[src/hw/rtl/ttc_pkg.sv]
`timescale 1ns / 1ps
// ----------------------------------------------------------------------------
// ttc_pkg
// Shared types and constants of the triangle tangent calculator.
// ----------------------------------------------------------------------------
package ttc_pkg;

  localparam int unsigned CW = 32;  // coordinate width, Q16.16
  localparam int unsigned DW = 33;  // edge / uv delta width, Q17.16
  localparam int unsigned PW = 66;  // product width
  localparam int unsigned AW = 67;  // difference of products, Q32

  // |det| at or below this many Q32 LSB is degenerate
  localparam logic [AW-1:0] DET_EPS = 67'd429496;

  localparam logic [4:0] SD_SQRT_LAST = 5'd31;  // 32 root steps
  localparam logic [4:0] SD_DIV_LAST  = 5'd30;  // 31 quotient bits

  typedef struct packed {
    logic start;
    logic div;
  } sd_req_t;

  typedef struct packed {
    logic busy;
    logic done;
  } sd_rsp_t;

endpackage

[src/hw/rtl/ttc_mul.sv]
`timescale 1ns / 1ps
// ----------------------------------------------------------------------------
// ttc_mul
// Shared signed 33x33 multiplier with registered product.
// ----------------------------------------------------------------------------
module ttc_mul (
  input  logic                            clk_i,
  input  logic signed [ttc_pkg::DW-1:0]   a_i,
  input  logic signed [ttc_pkg::DW-1:0]   b_i,
  output logic signed [ttc_pkg::PW-1:0]   p_o
);

  logic signed [ttc_pkg::PW-1:0] p_q;

  always_ff @(posedge clk_i) begin
    p_q <= a_i * b_i;
  end

  assign p_o = p_q;

endmodule

[config.mk]
export PLATFORM = sky130hd
export DESIGN_NAME = ttc_mul
export DESIGN_NICKNAME = d
export VERILOG_FILES = /design/src/hw/rtl/ttc_pkg.sv /design/src/hw/rtl/ttc_mul.sv
export SDC_FILE = /design/constraint.sdc
export NUM_CORES = 2
export LEC_CHECK = 0
export ABC_AREA = 1
export ABC_CLOCK_PERIOD_IN_PS = 8500
export BUFFER_PORTS_ARGS = -buffer_cell sky130_fd_sc_hd__buf_2
export CAP_MARGIN = 15
export CORE_MARGIN = 2
export CORE_UTILIZATION = 35
export CTS_BUF_LIST = sky130_fd_sc_hd__clkbuf_8 sky130_fd_sc_hd__clkbuf_16
export DETAILED_ROUTE_END_ITERATION = 7
export PLACE_DENSITY_LB_ADDON = 0.2
export SKIP_CTS_REPAIR_TIMING = 1
export SLEW_MARGIN = 30
export SYNTH_ARGS = -nofsm -noshare
export SYNTH_HDL_FRONTEND = slang
export SYNTH_SLANG_ARGS = --single-unit
[constraint.sdc]
create_clock -name clk_i -period 8.5 [get_ports clk_i]
set_input_delay 1.275 -clock clk_i [delete_from_list [all_inputs] [get_ports clk_i]]
set_output_delay 1.275 -clock clk_i [all_outputs]
set_load 0.005 [all_outputs]
==> implementation parameters <==
Parameter                              Value

Status
  Run status    finished clean

Placement
  Setup slack at placement    46.0 ps
  Final weighted congestion of routability-driven global placement    0.914
  I/O Buffers    132
  DPL Wire Length    114 mm

CTS
  Sink Count    between 60 and 70
  Number of CTS-inserted buffers    9
  Clock tree from TritonCTS    done
  Depth of the CTS H-tree    3
  Clock Root Buffer    clkbuf_16
  Clock Path Buffers    2
  Clock transition at path regs    around 50 ps

Min path
  Worst min-delay path endpoint    p_o[0]
  Path type of the worst min-delay path    primary input to register
  Cell depth of the worst min-delay path    4
  Worst Hold Launch    a_i[0]

Synth
  Top cell type's share of synthesized area    0.531
  Most used flip-flop cell after synthesis    dfxtp_1
  Number of nets in the synthesized netlist    between 6000 and 7000
  Average footprint of a synthesized cell    7.79 sq um
  Leading post-synthesis cells by cell area    fa_1, inv_1, nand2_1
  Sequential area share after synthesis    0.0306
  Number of synthesis warnings    0
  Number of distinct standard cells referenced by the synthesized netlist    35
  #FFs+latches synth    66
  Syn Std Cell Area    approximately 0.043 sq mm
  Leading cell types by count after synthesis    inv_1, nand2_1, fa_1
  Post-synth ARST share    0
  Gate count of the mapped netlist    approximately 5500
  Count of flip-flops with a built-in enable after synthesis    0
  Leading area contributor after synthesis    fa_1
  Most used standard cell by instance count after synthesis    inv_1

Global routing
  Global-route congestion overflow total    0
  Initial antenna violation count    7
  Number of global-route vias before repair    35900
  Met2 global-route usage    0.386
  Wire length of the first global-routing pass    207 mm
  GRT busiest layer    met2
  Maximum number of pins on one net before global-route repair    35
  Overall track demand over capacity in global routing    0.211
  Met3 track utilization from global routing    0.0126
  Met1 Resource Use GR    0.282

Cells and area
  Share of cells above drive strength 1    0.0652
  Layout fillers    12900
  Synthesis-to-layout area growth    7.89%
  Max reg flops    66
  Net count reported at finish    7008

Route
  Vias per cell    approximately 4.5
  1st-pass router iterations    8
  Iteration-0 DRC count of the detailed router    1708
  Routed via count    32200
  Count of nets left with antenna violations after detail routing    0
  Routed len/inst    ~18 um
  DRC violation count after routing    0
  Detailed Route WL    127 mm

Run
  Reported max-cap violation count    0

STA
  Achievable Freq    123 MHz
  Rel. slew slack    0.408
  Clock period minus worst slack    between 8000 and 9000 ps
  Unrepaired setup endpoints after global routing    false
  Total negative setup slack    0 ps
  Worst Max-Slew Pin Slew    889 ps
  Final Setup Violations    0
  Tcrit/Tclk final    0.953
  Worst setup margin    401 ps
  Slew Viols, Final    0
  Final hold vios    0

Critical path
  Cell mode on critical path    fa_1
  Critical Path Slowest Stage Cell    fa_1
  Critical Path Source Type    primary input
  Number of buffers and inverters on the critical path    8
  Endpoint class of the critical path    register
  Type of the worst setup path    primary input to register
  Crit-path max cell delay    roughly 630 ps
  Critical path peak fanout    16
  Cell class contributing the biggest share of worst-path delay    adder cells
  Data arrival time of the critical path    ~8300 ps
  Required time of the worst setup path    roughly 8700 ps

Floorplan
  Initial standard-cell utilization of the core    0.354
  Width of the die    roughly 360 um
  Chip Height    355 um
  Placement row count    around 130
  IO Pins    roughly 130
  Core area    0.122 sq mm
  DIE AREA    0.126 sq mm
[how the worst max path moves through the flow]
stage	start	end	slack, ps	depth (start not counted)
2_1_floorplan	a_i[32]	p_o[60]	470	23
3_3_place_gp	b_i[11]	p_o[49]	70	26
3_5_place_dp	b_i[11]	p_o[38]	50	24
4_1_cts	b_i[11]	p_o[38]	380	24
5_1_grt	b_i[11]	p_o[40]	90	27
6_report	b_i[11]	p_o[40]	400	27
[through the flow]
step / hold slack, ps / util / instance area, sq um / instances
floorplan: 1540 / - / 43200 / 5543
global placement: 1650 / 0.379 / 46300 / 7193
detailed placement: 1650 / 0.379 / 46300 / 7193
CTS: 1590 / 0.382 / 46600 / 7209
global route: 1600 / 0.382 / 46600 / 7210
finish: 1590 / 0.382 / 46600 / 7211
[placed cells by master, fill, tap and decap left out, types with 2 or more instances in the layout]
cell type,synthesis,layout
inv_1,1894,1895
nand2_1,1517,1517
fa_1,1145,1145
ha_1,217,217
buf_4,0,136
buf_2,0,132
nor2_1,131,131
nand3_1,70,70
dfxtp_1,66,66
a21oi_1,61,61
xor2_1,37,37
nor2_2,20,20
buf_12,0,20
o21ai_0,19,19
nand4_1,19,19
nand2_2,17,17
o21bai_1,14,14
clkbuf_16,0,9
nand3_2,8,8
nor3_1,7,7
or2_2,5,5
a21oi_2,4,4
xnor2_1,4,4
nor4_1,4,4
nor2_4,3,3
o21ai_1,3,3
nand3b_1,3,3
diode_2,0,2
a21o_1,2,2
and2_1,2,2
clkinvlp_4,0,2
clkinv_2,0,2
[metal layers]
| layer | routed length (um) | vias to the layer above | part of all wire |
|---|---|---|---|
| li1 | - | 15100 | - |
| met1 | 55800 | 16400 | 0.44 |
| met2 | 65000 | 642 | 0.51 |
| met3 | 4170 | 98 | 0.033 |
| met4 | 1660 | 4 | 0.013 |
| met5 | 21 | - | 0.00017 |
[cell type report]
class                           count  area (sq um)  share of cell area
Sequential cell                    66          1320              0.0284
Timing Repair Buffer              288          2080              0.0447
Antenna cell                        2          5.00            0.000107
Tap cell                         1625          2030              0.0437
Multi-Input combinational cell   3319         33800               0.725
Clock inverter                      7          46.3            0.000994
Inverter                         1895          7110               0.153
Clock buffer                        9           225             0.00484
[logic make-up (layout without fill, tap and decap cells)]
kind of cell / count (synthesis) / after routing / synth area share
AO/OA/AOI/OAI: 106 / 106 / 0.0138
other: 0 / 2 / 0
buffers and inverters: 2158 / 2199 / 0.188
AND/OR/NAND/NOR: 1810 / 1810 / 0.166
flip-flops: 66 / 66 / 0.0306
XOR/XNOR: 41 / 41 / 0.00832
adder cells (fa/ha/maj): 1362 / 1362 / 0.594
Power is left out: the tool's default activity adds up to more than one toggle a clock period on the data nets, which glitch-free logic cannot reach.
