[src/hw/rtl/ttc_pkg.sv]
`timescale 1ns / 1ps
// ----------------------------------------------------------------------------
// ttc_pkg
// Shared types and constants of the triangle tangent calculator.
// ----------------------------------------------------------------------------
package ttc_pkg;

  localparam int unsigned CW = 32;  // coordinate width, Q16.16
  localparam int unsigned DW = 33;  // edge / uv delta width, Q17.16
  localparam int unsigned PW = 66;  // product width
  localparam int unsigned AW = 67;  // difference of products, Q32

  // |det| at or below this many Q32 LSB is degenerate
  localparam logic [AW-1:0] DET_EPS = 67'd429496;

  localparam logic [4:0] SD_SQRT_LAST = 5'd31;  // 32 root steps
  localparam logic [4:0] SD_DIV_LAST  = 5'd30;  // 31 quotient bits

  typedef struct packed {
    logic start;
    logic div;
  } sd_req_t;

  typedef struct packed {
    logic busy;
    logic done;
  } sd_rsp_t;

endpackage

[src/hw/rtl/ttc_sqdiv.sv]
`timescale 1ns / 1ps
// ----------------------------------------------------------------------------
// ttc_sqdiv
// Bit-serial integer square root (64-bit radicand) and restoring divider
// (62-bit numerator, 32-bit divisor, 31-bit quotient), one step per cycle.
// ----------------------------------------------------------------------------
module ttc_sqdiv (
  input  logic                clk_i,
  input  logic                rst_ni,
  input  ttc_pkg::sd_req_t    req_i,
  input  logic [63:0]         rad_i,
  input  logic [61:0]         num_i,
  input  logic [31:0]         den_i,
  output logic [31:0]         res_o,
  output ttc_pkg::sd_rsp_t    rsp_o
);

  logic        busy_q, done_q, mode_q;
  logic [4:0]  cnt_q;
  logic [63:0] s_q, root_q, bit_q;
  logic [33:0] rem_q;
  logic [30:0] nlo_q, quo_q;
  logic [31:0] den_q;

  logic [64:0] trial_sum;
  logic        root_take;
  logic [33:0] trial_rem;
  logic        div_take;

  assign trial_sum = {1'b0, root_q} + {1'b0, bit_q};
  assign root_take = {1'b0, s_q} >= trial_sum;
  assign trial_rem = {rem_q[32:0], nlo_q[30]};
  assign div_take  = trial_rem >= {2'b00, den_q};

  always_ff @(posedge clk_i or negedge rst_ni) begin
    if (!rst_ni) begin
      busy_q <= 1'b0;
      done_q <= 1'b0;
      cnt_q  <= '0;
    end else begin
      done_q <= 1'b0;
      if (busy_q) begin
        if (cnt_q == 5'd0) begin
          busy_q <= 1'b0;
          done_q <= 1'b1;
        end else begin
          cnt_q <= cnt_q - 5'd1;
        end
      end else if (req_i.start) begin
        busy_q <= 1'b1;
        cnt_q  <= req_i.div ? ttc_pkg::SD_DIV_LAST : ttc_pkg::SD_SQRT_LAST;
      end
    end
  end

  always_ff @(posedge clk_i) begin
    if (!busy_q && req_i.start) begin
      mode_q <= req_i.div;
      s_q    <= rad_i;
      root_q <= '0;
      bit_q  <= 64'h4000_0000_0000_0000;
      rem_q  <= {3'b000, num_i[61:31]};
      nlo_q  <= num_i[30:0];
      quo_q  <= '0;
      den_q  <= den_i;
    end else if (busy_q) begin
      if (mode_q) begin
        rem_q <= div_take ? trial_rem - {2'b00, den_q} : trial_rem;
        nlo_q <= {nlo_q[29:0], 1'b0};
        quo_q <= {quo_q[29:0], div_take};
      end else begin
        if (root_take) begin
          s_q    <= s_q - trial_sum[63:0];
          root_q <= (root_q >> 1) + bit_q;
        end else begin
          root_q <= root_q >> 1;
        end
        bit_q <= bit_q >> 2;
      end
    end
  end

  assign res_o      = mode_q ? {1'b0, quo_q} : root_q[31:0];
  assign rsp_o.busy = busy_q;
  assign rsp_o.done = done_q;

endmodule

[config.mk]
export PLATFORM = sky130hd
export DESIGN_NAME = ttc_sqdiv
export DESIGN_NICKNAME = d
export VERILOG_FILES = /design/src/hw/rtl/ttc_pkg.sv /design/src/hw/rtl/ttc_sqdiv.sv
export SDC_FILE = /design/constraint.sdc
export NUM_CORES = 1
export LEC_CHECK = 0
export BUFFER_PORTS_ARGS = -buffer_cell sky130_fd_sc_hd__buf_2
export CAP_MARGIN = 20
export CELL_PAD_IN_SITES_DETAIL_PLACEMENT = 1
export CELL_PAD_IN_SITES_GLOBAL_PLACEMENT = 2
export CORE_ASPECT_RATIO = 0.6
export CORE_MARGIN = 1.5
export CORE_UTILIZATION = 30
export DETAILED_ROUTE_END_ITERATION = 12
export GPL_ROUTABILITY_DRIVEN = 0
export PLACE_DENSITY = 0.79
export SYNTH_ARGS = -nofsm -noshare
export SYNTH_HDL_FRONTEND = slang
export SYNTH_SLANG_ARGS = --single-unit
[constraint.sdc]
create_clock -name clk_i -period 25.6 [get_ports clk_i]
set_input_delay 2.56 -clock clk_i [delete_from_list [all_inputs] [get_ports clk_i]]
set_output_delay 2.56 -clock clk_i [all_outputs]
set_load 0.05 [all_outputs]
==> load_flow_metrics.sql <==
INSERT INTO impl_metrics (metric_group, metric, value, unit) VALUES
('outcome', 'status', 'completed', ''),
('clocking', 'setup_fix_bufs_post_cts', '0', ''),
('clocking', 'clk-insertion-delay-late', '0.56', 'ns'),
('timing', 'period_share', '29.1', '%'),
('die', 'initial_core_utilization', '30.5', '%'),
('global_route', 'grt_pass1_wl', '122000', 'um'),
('setup_path', 'top_cell_by_count_worst_path', 'sky130_fd_sc_hd__a21o_1', ''),
('die', 'top_level_ports', '196', ''),
('detailed_routing', 'detailed_router_iteration_count_before_antenna_repair', '5', ''),
('timing', 'timing.fmax', '134', 'MHz'),
('layout', 'layout_cells_sized_above_1', '11.8', '%'),
('clocking', 'cts-buffers-inserted', '35', ''),
('setup_path', 'worst_ep_required_time', '26.08', 'ns'),
('die', 'number_of_cell_rows', '76', ''),
('clocking', 'ctsHtreeMaxLevel', '2', ''),
('detailed_routing', 'wl_per_cell', '20.7', 'um'),
('clocking', 'tritoncts_num_sinks', '295', ''),
('detailed_routing', 'route.detailed.drc', '0', ''),
('place', 'detailedPlace.worstSlack', '18.00', 'ns'),
('global_route', 'globalRouteTotalUtil', '20.6', '%'),
('die', 'die_width', '352', 'um'),
('setup_path', 'setup.worst_path.start_class', 'flop', ''),
('layout', 'layout-area-overhead-vs-synth', '13.3', '%'),
('synth', 'synthesis.instances', '2686', ''),
('detailed_routing', 'detail-route-antenna-nets', '0', ''),
('detailed_routing', 'total_vias_in_the_final_route', '20473', ''),
('global_route', 'grt_pass1_vias', '20453', ''),
('timing', 'slew-limit-headroom', '34.0', '%'),
('setup_path', 'worst-path-buf-inv', '2', ''),
('setup_path', 'critPathSlowestCell', 'sky130_fd_sc_hd__o31ai_1', ''),
('setup_path', 'cp_cell_sequence', 'ha_1, nand3_1, a211oi_1, a21oi_1, a211oi_1, nor3b_1, o31ai_1, a21boi_1, nor2_1, nor2_1, xor2_1, ha_1, a21o_1, a21o_1, a21o_1, a21o_1, a211o_1, o21ai_4, buf_4, buf_4, and2_1, o22a_1, o21ai_0, a21oi_1', ''),
('synth', 'syn_nets', '3014', ''),
('place', 'numPortBuffers', '195', ''),
('die', 'dieArea', '75000', 'um2'),
('global_route', 'grt_max_degree', '75', ''),
('synth', 'synth_top_flop_cell', 'sky130_fd_sc_hd__edfxtp_1', ''),
('setup_path', 'timing.setup.critical_path_class', 'flop to flop', ''),
('setup_path', 'reg2reg_to', 'root_q[6]', ''),
('setup_path', 'timing.reg2reg.worst_path_depth', '24', ''),
('run', 'maxCapViolations', '0', ''),
('timing', 'tightest_slew', '0.990', 'ns'),
('timing', 'finClkSkew', '0.0175', 'ns'),
('setup_path', 'crit_path_max_incr_delay', '0.78', 'ns'),
('timing', 'finalWorstSetupSlack', '18.16', 'ns'),
('timing', 'grt_setup_unrepaired', 'false', ''),
('setup_path', 'worstReg2RegStart', 'root_q[10]', ''),
('timing', 'timing.final.crit_period', '7.44', 'ns'),
('synth', 'synthesis.area_per_instance', '8.19', 'um2'),
('setup_path', 'critical_path_depth', '24', ''),
('setup_path', 'endpoint_class_of_the_critical_path', 'flop', ''),
('synth', 'synth-async-reset-ratio', '2.37', '%'),
('synth', 'synth_edf_count', '159', ''),
('setup_path', 'critPathArrivalTime', '7.92', 'ns'),
('worst_hold_path', 'timing.hold.worst_path_depth', '1', ''),
('worst_hold_path', 'worst_hold_path.endpoint', 'quo_q[30]', ''),
('timing', 'drv_slew', '0', ''),
('timing', 'finalSetupViolCount', '0', ''),
('global_route', 'overflow', '0', ''),
('setup_path', 'critical_path.max_fanout', '74', ''),
('clocking', 'cts.root.buffer_cell', 'sky130_fd_sc_hd__clkbuf_16', ''),
('setup_path', 'critical_path.top_delay_family', 'compound AO/OA/AOI/OAI gates', ''),
('die', 'floorplan.core_area', '72200', 'um2'),
('synth', 'yosysWarnings', '0', ''),
('layout', 'fillers', '8690', ''),
('timing', 'final_tns_setup', '0', 'ns'),
('global_route', 'initial_antenna_violation_count', '5', ''),
('detailed_routing', 'avgViaCountPerCell', '5.40', ''),
('clocking', 'cts.clk_slew.worst_paths', '0.06', 'ns'),
('detailed_routing', 'drt_iter0_drc', '1579', ''),
('synth', 'synthesis.area', '22000', 'um2'),
('detailed_routing', 'totalWireLength', '78400', 'um');
==> sequential cells by signal, indices dropped and copies added, names as in the netlist, 5 cells and up <==
name    count
cnt_q       5
s_q        64
root_q     64
rem_q      33
quo_q      31
bit_q      32
den_q      32
nlo_q      31
==> stage by stage <==
step | area, um2 | cells | hold WS (ns) | util, %
CTS | 24900 | 3789 | 0.479 | 34.4
finish | 24900 | 3793 | 0.479 | 34.5
detailed placement | 23700 | 3728 | 0.459 | 32.9
global route | 24900 | 3793 | 0.505 | 34.5
global placement | 23700 | 3728 | 0.456 | 32.9
floorplan | 22000 | 2686 | 0.432 | -
==> layout make-up <==
class	instances	area [um2]	area share (%)
repair buffers	216	1170	4.68
diodes	2	5.00	0.0201
well taps	975	1220	4.90
flip-flops and latches	295	7530	30.2
clock inverters	13	110	0.442
inverters	85	324	1.30
clock buffers	48	1010	4.04
multi-input cells	2159	13500	54.4
==> cells by family (layout without fill, tap and decap cells) <==
| kind of cell | Yosys count | after routing | synth area share [%] |
|---|---|---|---|
| buffers and inverters | 232 | 362 | 4.34 |
| muxes | 56 | 56 | 2.74 |
| DFF | 295 | 295 | 34.3 |
| and+or+nand+nor | 893 | 893 | 17.8 |
| AOI/OAI and AO/OA | 859 | 859 | 24.0 |
| xor gates and xnor gates | 185 | 185 | 7.37 |
| other | 0 | 2 | 0 |
| adders and majority gates | 166 | 166 | 9.52 |
==> layout by cell type (no fill, tap or decap), drive strengths merged, types with 56 or more instances in the layout <==
master	count
a21o	56
a21oi	296
a31oi	82
buf	216
dfxtp	129
edfxtp	159
ha	164
inv	86
nand2	374
nor2	275
o21ai	200
xnor2	105
xor2	80
==> cells in the mapped netlist (5+ instances only) <==
library cell / count / area, um2
sky130_fd_sc_hd__a211o_1: 7 / 61.3
sky130_fd_sc_hd__a211oi_1: 17 / 128
sky130_fd_sc_hd__a21boi_0: 8 / 60.1
sky130_fd_sc_hd__a21o_1: 56 / 420
sky130_fd_sc_hd__a21oi_1: 296 / 1480
sky130_fd_sc_hd__a22o_1: 31 / 272
sky130_fd_sc_hd__a31o_2: 5 / 43.8
sky130_fd_sc_hd__a31oi_1: 81 / 507
sky130_fd_sc_hd__and2_1: 19 / 119
sky130_fd_sc_hd__and3_1: 10 / 62.6
sky130_fd_sc_hd__and4_1: 5 / 43.8
sky130_fd_sc_hd__buf_1: 8 / 30.0
sky130_fd_sc_hd__buf_2: 15 / 75.1
sky130_fd_sc_hd__buf_4: 9 / 67.6
sky130_fd_sc_hd__clkbuf_1: 110 / 413
sky130_fd_sc_hd__dfrtp_1: 7 / 175
sky130_fd_sc_hd__dfxtp_1: 129 / 2580
sky130_fd_sc_hd__edfxtp_1: 159 / 4770
sky130_fd_sc_hd__ha_1: 164 / 2050
sky130_fd_sc_hd__inv_1: 84 / 315
sky130_fd_sc_hd__mux2_2: 33 / 372
sky130_fd_sc_hd__mux2i_1: 23 / 230
sky130_fd_sc_hd__nand2_1: 374 / 1400
sky130_fd_sc_hd__nand2b_1: 15 / 93.8
sky130_fd_sc_hd__nand3_1: 38 / 190
sky130_fd_sc_hd__nand4_1: 48 / 300
sky130_fd_sc_hd__nor2_1: 275 / 1030
sky130_fd_sc_hd__nor2b_1: 32 / 200
sky130_fd_sc_hd__nor3_1: 45 / 225
sky130_fd_sc_hd__o211ai_1: 10 / 75.1
sky130_fd_sc_hd__o21a_1: 20 / 150
sky130_fd_sc_hd__o21ai_0: 181 / 906
sky130_fd_sc_hd__o21ai_1: 18 / 90.1
sky130_fd_sc_hd__o21bai_1: 44 / 330
sky130_fd_sc_hd__o221ai_1: 5 / 43.8
sky130_fd_sc_hd__o22ai_1: 10 / 62.6
sky130_fd_sc_hd__o31a_1: 5 / 43.8
sky130_fd_sc_hd__o31ai_1: 13 / 97.6
sky130_fd_sc_hd__o41ai_1: 6 / 52.6
sky130_fd_sc_hd__or2_2: 5 / 31.3
sky130_fd_sc_hd__or3_1: 8 / 50.1
sky130_fd_sc_hd__xnor2_1: 105 / 920
sky130_fd_sc_hd__xor2_1: 80 / 701
==> routing by layer <==
metal	vias to the layer above	GRT usage [%]	routed length, um
li1	9918	-	-
met1	10027	31.8	40600
met2	455	29.5	31500
met3	73	4.25	5200
met4	0	3.49	1100
met5	-	0	0
==> how the worst max path moves through the flow <==
stage               start  slack (ns)         to
2_1_floorplan   root_q[4]       16.26     s_q[0]
3_3_place_gp   root_q[10]       18.21    s_q[48]
3_5_place_dp   root_q[12]       18.00    s_q[52]
4_1_cts        root_q[12]       17.94    s_q[51]
5_1_grt        root_q[12]       17.68  root_q[6]
6_report       root_q[10]       18.16  root_q[6]
Power is not shown: default switching activity piles up to over one toggle a cycle in this logic, so the estimate is an artifact.
